$ cat src/hw/rtl/srit_pkg.sv
// ----------------------------------------------------------------------------
// srit_pkg
// shared types and constants for the sorted record insert table
// ----------------------------------------------------------------------------
package srit_pkg;

    localparam int unsigned DefaultDepth = 256;
    localparam int unsigned CodeW        = 16;
    localparam int unsigned DateW        = 27;
    localparam int unsigned QtyW         = 16;
    localparam int unsigned SlotW        = 8;
    localparam int unsigned CountW       = 9;

    typedef struct packed {
        logic [CodeW-1:0] code;
        logic [DateW-1:0] date;
        logic [QtyW-1:0]  qty;
    } rec_t;

    // what one cell shows its upper neighbor
    typedef struct packed {
        logic valid;
        logic take;
        rec_t rec;
    } link_t;

endpackage

$ cat src/hw/rtl/srit_slot_enc.sv
// ----------------------------------------------------------------------------
// srit_slot_enc
// registered one-hot to index encoder for the landing slot
// ----------------------------------------------------------------------------
module srit_slot_enc
#(
    parameter int unsigned DEPTH = srit_pkg::DefaultDepth
)
(
    input  logic                       clk,
    input  logic                       load,
    input  logic [DEPTH-1:0]           onehot,
    output logic [$clog2(DEPTH)-1:0]   slot
);
    import srit_pkg::*;

    localparam int unsigned IdxW = $clog2(DEPTH);

    logic [IdxW-1:0] slot_next;
    logic [IdxW-1:0] slot_reg;

    always_comb
    begin
        slot_next = '0;
        for (int i = 0; i < DEPTH; i++)
        begin
            if (onehot[i])
            begin
                slot_next = slot_next | IdxW'(i);
            end
        end
    end

    always_ff @(posedge clk)
    begin
        if (load)
        begin
            slot_reg <= slot_next;
        end
    end

    assign slot = slot_reg;

endmodule

$ cat config.mk
export PLATFORM = sky130hd
export DESIGN_NAME = srit_slot_enc
export DESIGN_NICKNAME = d
export VERILOG_FILES = /design/src/hw/rtl/srit_pkg.sv /design/src/hw/rtl/srit_slot_enc.sv
export SDC_FILE = /design/constraint.sdc
export NUM_CORES = 1
export LEC_CHECK = 0
export CORE_AREA = 2 2 103 105
export CTS_CLUSTER_SIZE = 10
export DETAILED_ROUTE_END_ITERATION = 16
export DIE_AREA = 0 0 105 107
export DONT_BUFFER_PORTS = 1
export GPL_TIMING_DRIVEN = 0
export PLACE_DENSITY = 0.34
export SYNTH_ARGS = -nofsm -noshare
export SYNTH_HDL_FRONTEND = slang
export SYNTH_SLANG_ARGS = --single-unit
export TNS_END_PERCENT = 100
$ cat constraint.sdc
create_clock -name clk -period 3.9 [get_ports clk]
set_clock_uncertainty 0.2 [all_clocks]
set_input_delay 0.78 -clock clk [delete_from_list [all_inputs] [get_ports clk]]
set_output_delay 0.78 -clock clk [all_outputs]
set_load 0.02 [all_outputs]
==> results.yml <==
finish:
  nNetsFinal: 488
  final_common_cell: "nor4_1"
  regArea_sq_um: 240.2
  fin_util: 0.1669
  multi_input_area_sq_um: 1232
  final_cell_mix: "nor4_1 (97), nand4_1 (39), nor3_1 (31)"
  antenna_cells: 0
  final_layout_size_suffix_gt1_frac: 0.01754
  syn2layout_area_growth_pct: 14.36
  largest_reg_flops: 8
  fill_cells: 1219
critical_path:
  crit_chain: "nor4_1, nand4b_1, nor4_1, nand3_1"
  critPathRequiredTime_ns: 3.61
  cp.depth: 4
  end_kind: "register"
  cpMaxStageDelayCell: "nor4_1"
  crit_top_cell: "nor4_1"
  path_buf_inv: 0
  worst_setup_path_start_kind: "primary input"
  criticalPathCategory: "in -> reg"
  cp.arrival_ns: 2.63
  critPathMaxStageDelay_ns: 0.77
  crit_start: "onehot[229]"
  path_max_fanout: 2
  path_delay_family: "simple AND/OR/NAND/NOR gates"
timing:
  rsz0062_at_grt: "no"
  tightest_slew_ns: 0.9104
  layout_setup_ws_ns: 0.9781
  drv_slew: 0
  fin_crit_ns: 2.922
  setup_viol: 0
  clock.fmax_mhz: 342.2
  hold_violations: 0
  relSlewSlack: 0.3874
  period_share: 0.7492
  tns_ns: 0
hold_path:
  hp-start: "load"
  hp-class: "in -> reg"
  hold_depth: 0
power:
  peakVddDrop_mv: 0.09781
  p_leak_nw: 0.2150
  p_per_area_nw_per_um2: 150.5
global_routing:
  grt_first_pass_wirelength_um: 18440
  grt_pass1_vias: 2546
  globalRouteTotalUtil: 0.2399
  grt_max_degree: 9
  antenna_found_initial: 0
  gr-total-overflow: 0
synth:
  syn_area_sq_um: 1473
  avgSynthCellArea_sq_um: 6.545
  synthSimpleGateAreaFrac: 0.8369
  synth_top_family_by_area: "simple AND/OR/NAND/NOR gates"
  synthMuxAreaShare: 0
  ys_top_cells_by_area: "nor4_1 (41%), nand4_1 (17%), edfxtp_1 (16%), nor3_1 (11%), nor2_1 (6.1%)"
  ys_seq_area_frac: 0.1631
  synth-adder-area-share: 0
  synth-xor-area-share: 0
  yosysTopAreaCell: "nor4_1"
  synth-seq-cells: 8
  ys_types: 11
  synth.top_cell.area_share: 0.4121
  syn_inst: 225
  synth-compound-area-share: 0
  yosysWarnings: 0
  synth.net_count: 483
outcome:
  status: "finished clean"
cts:
  htreeDepth: 1
  cts_root_buffer: "clkbuf_8"
  ctsHoldBuffers: 0
  cts_sinks: 8
  max-clock-path-buffers: 2
  cts_tree: "done"
  post-cts-setup-buffers: 0
  cts_buffers: 3
  clk_pin_slew_worst_paths_ns: 0.04
  cts_resized: 0
die:
  core_sq_um: 10090
  initial_utilization: 0.1459
  die_y_um: 107
  die_area_sq_um: 11240
  rows: 37
  num_io_pins: 266
  die_w_um: 105
detailed_routing:
  drtIter0Drc: 137
  finalWirelength_um: 14270
  wl_per_cell_um: 39.21
  vias: 2332
  ant_nets: 0
  avgViaCountPerCell: 6.407
  first_pass_iters: 4
  drc: 0
place:
  port_buffers: 0
  place_ws_ns: 0.7675
  hpwlAfterDp_um: 13600
  gp_routability_congestion: 0.9268
job:
  cap_violations: 0
[layer usage]
| layer | vias to the layer above | part of all wire | global-route usage |
|---|---|---|---|
| li1 | 1020 | - | - |
| met1 | 1107 | 0.41 | 0.2939 |
| met2 | 186 | 0.49 | 0.4276 |
| met3 | 19 | 0.081 | 0.05836 |
| met4 | 0 | 0.017 | 0.04667 |
| met5 | - | 0 | 0 |
[final cells by class]
cell class                 instances  share of cell area
multi-input combinational        217              0.7318
sequential                         8              0.1426
tap                              136              0.1010
clock buffer                       3             0.02452
[logic make-up after synthesis]
kind of cell     Yosys count
DFF                        8
and+or+nand+nor          217
[metrics by stage]
step | cells | hold WS, ns | power (W) | instance area (sq um)
after floorplan | 225 | 0.6925 | 0.0001391 | 1473
after global placement | 361 | 0.6933 | 0.0001593 | 1643
after detailed placement | 361 | 0.6934 | 0.0001595 | 1643
after CTS | 364 | 0.4634 | 0.0002555 | 1684
after global routing | 364 | 0.4569 | 0.0002632 | 1684
final | 364 | 0.4648 | 0.0002535 | 1684
[report_power, final]
group	internal (W)	switching, W	total [W]	leakage (nW)
Clock	0.0000665	0.0000292	0.0000957	0.0216
Sequential	0.0000996	0.00000701	0.000107	0.0807
Combinational	0.0000193	0.0000318	0.0000511	0.113
Total	0.000186	0.0000680	0.000253	0.215
[worst paths after layout]
kind,endpoint,slack (ns)
max,slot[2],0.98
min,slot[3],0.46
[synth_stat cells (all sizes together)]
cell / number
nor3: 32
nor2: 24
or4: 1
nand4b: 1
nand2: 8
nand3: 14
nor4: 97
edfxtp: 8
nand4: 39
or4b: 1
No activity file was read; power rests on OpenSTA's default activity.
