<file path="src/hw/rtl/srit_pkg.sv">
// ----------------------------------------------------------------------------
// srit_pkg
// shared types and constants for the sorted record insert table
// ----------------------------------------------------------------------------
package srit_pkg;

    localparam int unsigned DefaultDepth = 256;
    localparam int unsigned CodeW        = 16;
    localparam int unsigned DateW        = 27;
    localparam int unsigned QtyW         = 16;
    localparam int unsigned SlotW        = 8;
    localparam int unsigned CountW       = 9;

    typedef struct packed {
        logic [CodeW-1:0] code;
        logic [DateW-1:0] date;
        logic [QtyW-1:0]  qty;
    } rec_t;

    // what one cell shows its upper neighbor
    typedef struct packed {
        logic valid;
        logic take;
        rec_t rec;
    } link_t;

endpackage

</file>
<file path="src/hw/rtl/srit_cell.sv">
// ----------------------------------------------------------------------------
// srit_cell
// one table slot: holds a record, compares against the new key, shifts up
// ----------------------------------------------------------------------------
module srit_cell
(
    input  logic          clk,
    input  logic          rst_n,
    input  logic          ins,
    input  srit_pkg::rec_t  new_rec,
    input  srit_pkg::link_t prev,
    output srit_pkg::link_t self,
    output logic          landing
);
    import srit_pkg::*;

    logic valid_reg;
    rec_t rec_reg;
    logic take;

    // slot is free or holds a larger key: new record lands here or below
    assign take    = !valid_reg || (rec_reg.qty > new_rec.qty);
    assign landing = take && !prev.take;

    assign self.valid = valid_reg;
    assign self.take  = take;
    assign self.rec   = rec_reg;

    always_ff @(posedge clk or negedge rst_n)
    begin
        if (!rst_n)
        begin
            valid_reg <= 1'b0;
        end
        else if (ins)
        begin
            if (prev.take)
            begin
                valid_reg <= prev.valid;
            end
            else if (take)
            begin
                valid_reg <= 1'b1;
            end
        end
    end

    always_ff @(posedge clk)
    begin
        if (ins)
        begin
            if (prev.take)
            begin
                rec_reg <= prev.rec;
            end
            else if (take)
            begin
                rec_reg <= new_rec;
            end
        end
    end

endmodule

</file>
<file path="config.mk">
export PLATFORM = sky130hd
export DESIGN_NAME = srit_cell
export DESIGN_NICKNAME = d
export VERILOG_FILES = /design/src/hw/rtl/srit_pkg.sv /design/src/hw/rtl/srit_cell.sv
export SDC_FILE = /design/constraint.sdc
export NUM_CORES = 1
export LEC_CHECK = 0
export BUFFER_PORTS_ARGS = -buffer_cell sky130_fd_sc_hd__buf_4
export CAP_MARGIN = 20
export CORE_ASPECT_RATIO = 1.25
export CORE_MARGIN = 2
export CORE_UTILIZATION = 46
export CTS_CLUSTER_SIZE = 20
export DETAILED_ROUTE_END_ITERATION = 10
export GPL_ROUTABILITY_DRIVEN = 0
export PLACE_DENSITY = 0.82
export SYNTH_ARGS = -nofsm -noshare
export SYNTH_HDL_FRONTEND = slang
export SYNTH_SLANG_ARGS = --single-unit
</file>
<file path="constraint.sdc">
create_clock -name clk -period 7.61 [get_ports clk]
set_input_delay 1.522 -clock clk [delete_from_list [all_inputs] [get_ports clk]]
set_output_delay 1.522 -clock clk [all_outputs]
set_load 0.03 [all_outputs]
</file>
==> reports/results.tsv, run 1 <==
stage	metric	value	unit
power_and_ir_drop	leakage	2.06	nW
critical_path	cp_max_fo	3	
timing	fin_crit	4.64	ns
synth	yosys.area.top_type	edfxtp_1	
critical_path	max_stage_delay	0.43	ns
placed_design	hpwl	5.96	mm
synth	ys_types	29	
cts	htree_levels	3	
cells_and_area	largest_reg_flops	59	
route	dr.pass1.iters	4	
critical_path	required	6.09	ns
critical_path	critical_path.cell_chain	buf_4 > inv_1 > ha_1 > a21oi_1 > a2111oi_4 > nor3_1 > o21ai_1 > buf_4	
critical_path	cp.arrival	3.12	ns
cts	cts_tree	yes	
cells_and_area	fillers	438	
floorplan	die_area	7170	µm²
cells_and_area	n_antenna_cell	0	
synth	synthTopCellsByArea	edfxtp_1 (59%), mux2_2 (14%), ha_1 (6.7%)	
run_status	outcome	complete, no violations	
timing	hold_ws	0.714	ns
floorplan	die_h	94.2	µm
synth	synth_compound_area_share	7.44	%
timing	rsz0062_at_grt	no	
route	wl	7.59	mm
cts	post_cts_resized	0	
placed_design	numPortBuffers	184	
cts	clock_path_buffers	2	
cts	cts.sinks	60	
cts	clkLatencyLatePin	0.33	ns
critical_path	path_class	primary input to output port	
grt	grt_pass1_wl	12.0	mm
critical_path	slowest_stage	nor3_1	
cells_and_area	layout-drive-gt1-share	60.7	%
route	drtIter0Drc	53	
synth	synth_top_family_by_area	multiplexers	
timing	drv_slew	0	
synth	ys_seq_area_share	60.0	%
critical_path	startpoint_type	primary input	
synth	synthSimpleGateAreaFrac	5.43	%
floorplan	die_w	76.1	µm
floorplan	initial_core_util	47.9	%
timing	slew_headroom	33.0	%
route	topRoutingLayerUsed	met4	
floorplan	io_pins	185	
route	wl_per_cell	15.7	µm
timing	post-route-period-util	61.0	%
cts	cts_setup_buffers	0	
grt	grtUsageTotal	22.0	%
floorplan	coreArea	6250	µm²
power_and_ir_drop	vdd_ir_drop_max	0.140	mV
synth	syn-cell-area	2990	µm²
route	viasPerCell	4.83	
route	routed-wl-met2	4.19	mm
synth	synth_fa_ha_area_share	6.69	%
synth	ys_ff_latch	60	
grt	overflow	0	
cts	clk_pin_slew	0.06	ns
cells_and_area	fin_util	73.9	%
cells_and_area	layout.nets	533	
timing	max_clock_freq	215	MHz
route	wl_met3	739	µm
synth	synth.avg_cell_area	14.4	µm²
cts	cts-buffers-inserted	9	
cts	holdBufCountCts	0	
route	vias	2340	
timing	finalClockSkew	0.0110	ns
timing	setup-tns-final	0	ns
cts	clock-root-buffer	clkbuf_8	
grt	grt_pass1_vias	2490	
synth	synth-xor-area-share	0	%
synth	synth_top_area_share	59.2	%
route	antenna_left	0	
floorplan	num_rows	32	
synth	syn_inst	208	
critical_path	cpMostUsedCell	buf_4	
grt	grt_max_degree	77	
timing	setup_viol	0	
route	wirelength_met1	2.61	mm
job	drv_cap	0	
synth	syn_nets	347	
route	route.detailed.drc	0	
synth	ys_warn_count	0	
synth	yosys-mux-area-fraction	16.6	%
timing	worstMarginPinSlew	1.01	ns
grt	antenna_found_initial	0	
cells_and_area	syn2layout_area_growth	54.1	%
timing	finalHoldViolations	0	
critical_path	cp-end-kind	output port	
power_and_ir_drop	power_density	205	nW/µm²
hold_path	hp-class	register to register	
## stage by stage
step | total power [mW] | cells | setup WS, ns | instance area, µm²
finish | 0.947 | 484 | 2.97 | 4610
global route | 0.994 | 484 | 2.85 | 4610
CTS | 0.957 | 484 | 2.94 | 4610
detailed placement | 0.722 | 468 | 2.95 | 4450
global placement | 0.716 | 468 | 3.02 | 4450
floorplan | 0.600 | 208 | 1.57 | 2990
## kinds of logic after synthesis
group,count (synthesis)
muxes,44
adders and majority gates,16
and+or+nand+nor,28
DFF,60
AOI/OAI and AO/OA,33
buffers and inverters,27
## cell type report
class / instances / area [µm²] / area share, %
sequential: 60 / 1800 / 38.9
timing repair buffer: 185 / 1390 / 30.1
multi-input combinational: 121 / 1100 / 23.8
clock buffer: 10 / 128 / 2.77
tap: 85 / 106 / 2.31
inverter: 17 / 63.8 / 1.38
clock inverter: 6 / 31.3 / 0.678
## synthesized netlist by cell type, drive strengths merged
library cell and number:
edfxtp 59, nand2b 1, a21o 1, nand4 4
a21oi 6, a211oi 2, o221ai 1, nor4 1
nand3 1, nand2 18, inv 17, o22a 1
mux2 44, ha 16, dfrtp 1, o21a 2
nor2b 1, o21ai 17, a2111oi 1, clkbuf 3
nor3 2, buf 7, o211ai 2
## cell usage in the layout, fill, tap and decap left out, types with 6 or more instances in the layout
master,Yosys,routed
a21oi_1,6,6
buf_4,2,185
clkbuf_8,0,9
edfxtp_1,59,59
ha_1,16,16
inv_1,17,17
mux2_1,8,8
mux2_2,36,36
nand2_1,18,18
o21ai_0,13,13
## routing by layer
metal  GRT usage, %  vias up
met1           22.3     1074
met4           6.82        0
met3           9.23        4
met5              0        -
met2           41.2      110
li1               -     1152
## path summary, 6_finish.rpt
kind | slack (ns) | endpoint | start | depth (start not counted)
setup / recovery | 2.97 | self[59] | new_rec[3] | 8
max in group asynchronous | 6.56 | valid_reg | rst_n | 1
hold / removal | 0.71 | valid_reg | valid_reg | 1
hold reg to reg | 0.71 | valid_reg | valid_reg | 1
min in group asynchronous | 0.97 | valid_reg | rst_n | 1
setup reg to reg | 4.45 | self[52] | self[1] | 7
## power breakdown
| group | switching, mW | leakage (nW) | internal, mW |
|---|---|---|---|
| registers | 0.0147 | 0.586 | 0.415 |
| logic | 0.160 | 1.39 | 0.123 |
| clock network | 0.120 | 0.0832 | 0.115 |
| total | 0.294 | 2.06 | 0.653 |
## critical path, delay by kind of cell
family | cells | cell delay (ns)
buffers and inverters | 3 | 0.29
adders and majority gates | 1 | 0.33
and+or+nand+nor | 1 | 0.43
AOI/OAI and AO/OA | 3 | 0.54
(Power assumes the default switching activity.)
==> run 2: changes to the inputs <==
- CORE_UTILIZATION: 46 -> 43
- PLACE_DENSITY: 0.82 -> 0.77
- clock period: 7.61 -> 4.68 ns (I/O delays scaled with it)
==> reports/results.tsv, run 2 (synthesis results as in run 1) <==
stage	metric	value	unit	change
cts	clock_path_buffers	2		unchanged
power_and_ir_drop	power_density	343	nW/µm²	+67%
critical_path	cp.arrival	2.60	ns	-0.52 ns
route	drtIter0Drc	49		-7.5%
route	route.detailed.drc	0		unchanged
floorplan	die_h	97.3	µm	+3.3%
timing	fin_crit	3.54	ns	
grt	grt_max_degree	60		-22%
route	vias	2347		+0.30%
floorplan	die_w	78.6	µm	+3.3%
grt	antenna_found_initial	0		unchanged
critical_path	cp_max_fo	3		unchanged
cells_and_area	layout-drive-gt1-share	60.3	%	-0.35 points
cts	clk_pin_slew	0.06	ns	about the same
cells_and_area	final_common_cell	buf_4		
cells_and_area	largest_reg_flops	59		unchanged
timing	worst_slack	1.14	ns	-1.83 ns
placed_design	dp_slack	1.17	ns	-1.77 ns
timing	max_clock_freq	282	MHz	
floorplan	die_area	7650	µm²	+6.6%
route	viasPerCell	4.81		-0.52%
cells_and_area	layout_common_cells	buf_4 (186), edfxtp_1 (59), mux2_2 (36)		
timing	setup_viol	0		unchanged
cts	clock-root-buffer	clkbuf_8		
critical_path	cp-end-kind	output port		
route	dr.pass1.iters	4		unchanged
power_and_ir_drop	vdd_ir_drop_max	0.211	mV	+51%
grt	overflow	0		unchanged
cells_and_area	final_cells	488		+0.83%
cts	htree_levels	3		unchanged
cts	cts_setup_buffers	0		unchanged
cts	clkLatencyLatePin	0.33	ns	about the same
run_status	outcome	complete, no violations		
placed_design	numPortBuffers	184		unchanged
floorplan	io_pins	185		unchanged
timing	slew_headroom	49.8	%	+17 points
timing	setup-tns-final	0	ns	unchanged
floorplan	coreArea	6850	µm²	+9.7%
route	antenna_left	0		unchanged
cts	cts_tree	yes		
cts	cts-buffers-inserted	9		unchanged
timing	drv_slew	0		unchanged
cts	holdBufCountCts	0		unchanged
hold_path	hp-class	primary input to asynchronous set/reset pin		
cts	post_cts_resized	0		unchanged
critical_path	startpoint_type	primary input		
timing	worstMarginPinSlew	0.754	ns	-0.252 ns
timing	rsz0062_at_grt	no		
power_and_ir_drop	leakage	2.07	nW	+0.42%
floorplan	initial_core_util	43.7	%	-4.2 points
timing	post-route-period-util	75.7	%	
route	wl	7.74	mm	+2.0%
floorplan	num_rows	34		+6.3%
timing	hold_ws	0.373	ns	-0.341 ns
critical_path	required	3.74	ns	-2.35 ns
cells_and_area	n_antenna_cell	0		unchanged
grt	grtUsageTotal	20.4	%	-1.6 points
cells_and_area	fin_util	67.7	%	-6.1 points
cells_and_area	final_area	4640	µm²	+0.54%
power_and_ir_drop	power	1.59	mW	+68%
placed_design	placed_area	4470	µm²	+0.31%
grt	grt_pass1_wl	11.8	mm	-2.1%
cells_and_area	layout.nets	534		+0.19%
grt	grt_pass1_vias	2579		+3.6%
timing	finalHoldViolations	0		unchanged
cells_and_area	syn2layout_area_growth	55.0	%	
critical_path	path_class	primary input to output port		
cts	cts.sinks	60		unchanged
placed_design	place_inst	474		+1.3%
placed_design	hpwl	5.98	mm	+0.26%
route	wl_per_cell	15.9	µm	+1.2%
timing	finalClockSkew	0.00920	ns	-0.00179 ns
job	drv_cap	0		unchanged
[run 2: area by class of cell]
type / count / area [µm²]
Clock buffer: 10 / 128
Clock inverter: 4 / 42.5
Fill cell: 524 / 2210
Inverter: 17 / 63.8
Multi-Input combinational cell: 121 / 1100
Sequential cell: 60 / 1800
Tap cell: 90 / 113
Timing Repair Buffer: 186 / 1400
[run 2: critical path, cell delays in order]
cell	delay (ns)
buf_4	0.08
inv_1	0.04
ha_1	0.33
a21oi_1	0.33
a2111oi_4	0.13
nor3_1	0.45
o21ai_1	0.13
buf_4	0.19
[run 2: power breakdown]
group	internal [mW]	switching (mW)
Sequential	0.675	0.0227
Clock	0.236	0.195
Combinational	0.201	0.262
Total	1.11	0.479
[run 2: path summary, 6_finish.rpt]
| path | depth (start not counted) | to | slack, ns | start |
|---|---|---|---|---|
| setup / recovery | 8 | self[59] | 1.14 | new_rec[3] |
| hold / removal | 1 | valid_reg | 0.37 | rst_n |
| setup reg to reg | 7 | self[29] | 1.99 | self[1] |
| hold reg to reg | 1 | valid_reg | 0.70 | valid_reg |
| max in group asynchronous | 1 | valid_reg | 4.23 | rst_n |
| min in group clk | 1 | valid_reg | 0.70 | valid_reg |
[run 2: layer usage]
layer	vias up	track usage (%)	routed length, µm
met4	0	10.7	157
met5	-	0	0
met2	113	36.6	4170
met3	12	8.46	776
met1	1072	19.5	2640
li1	1150	-	-
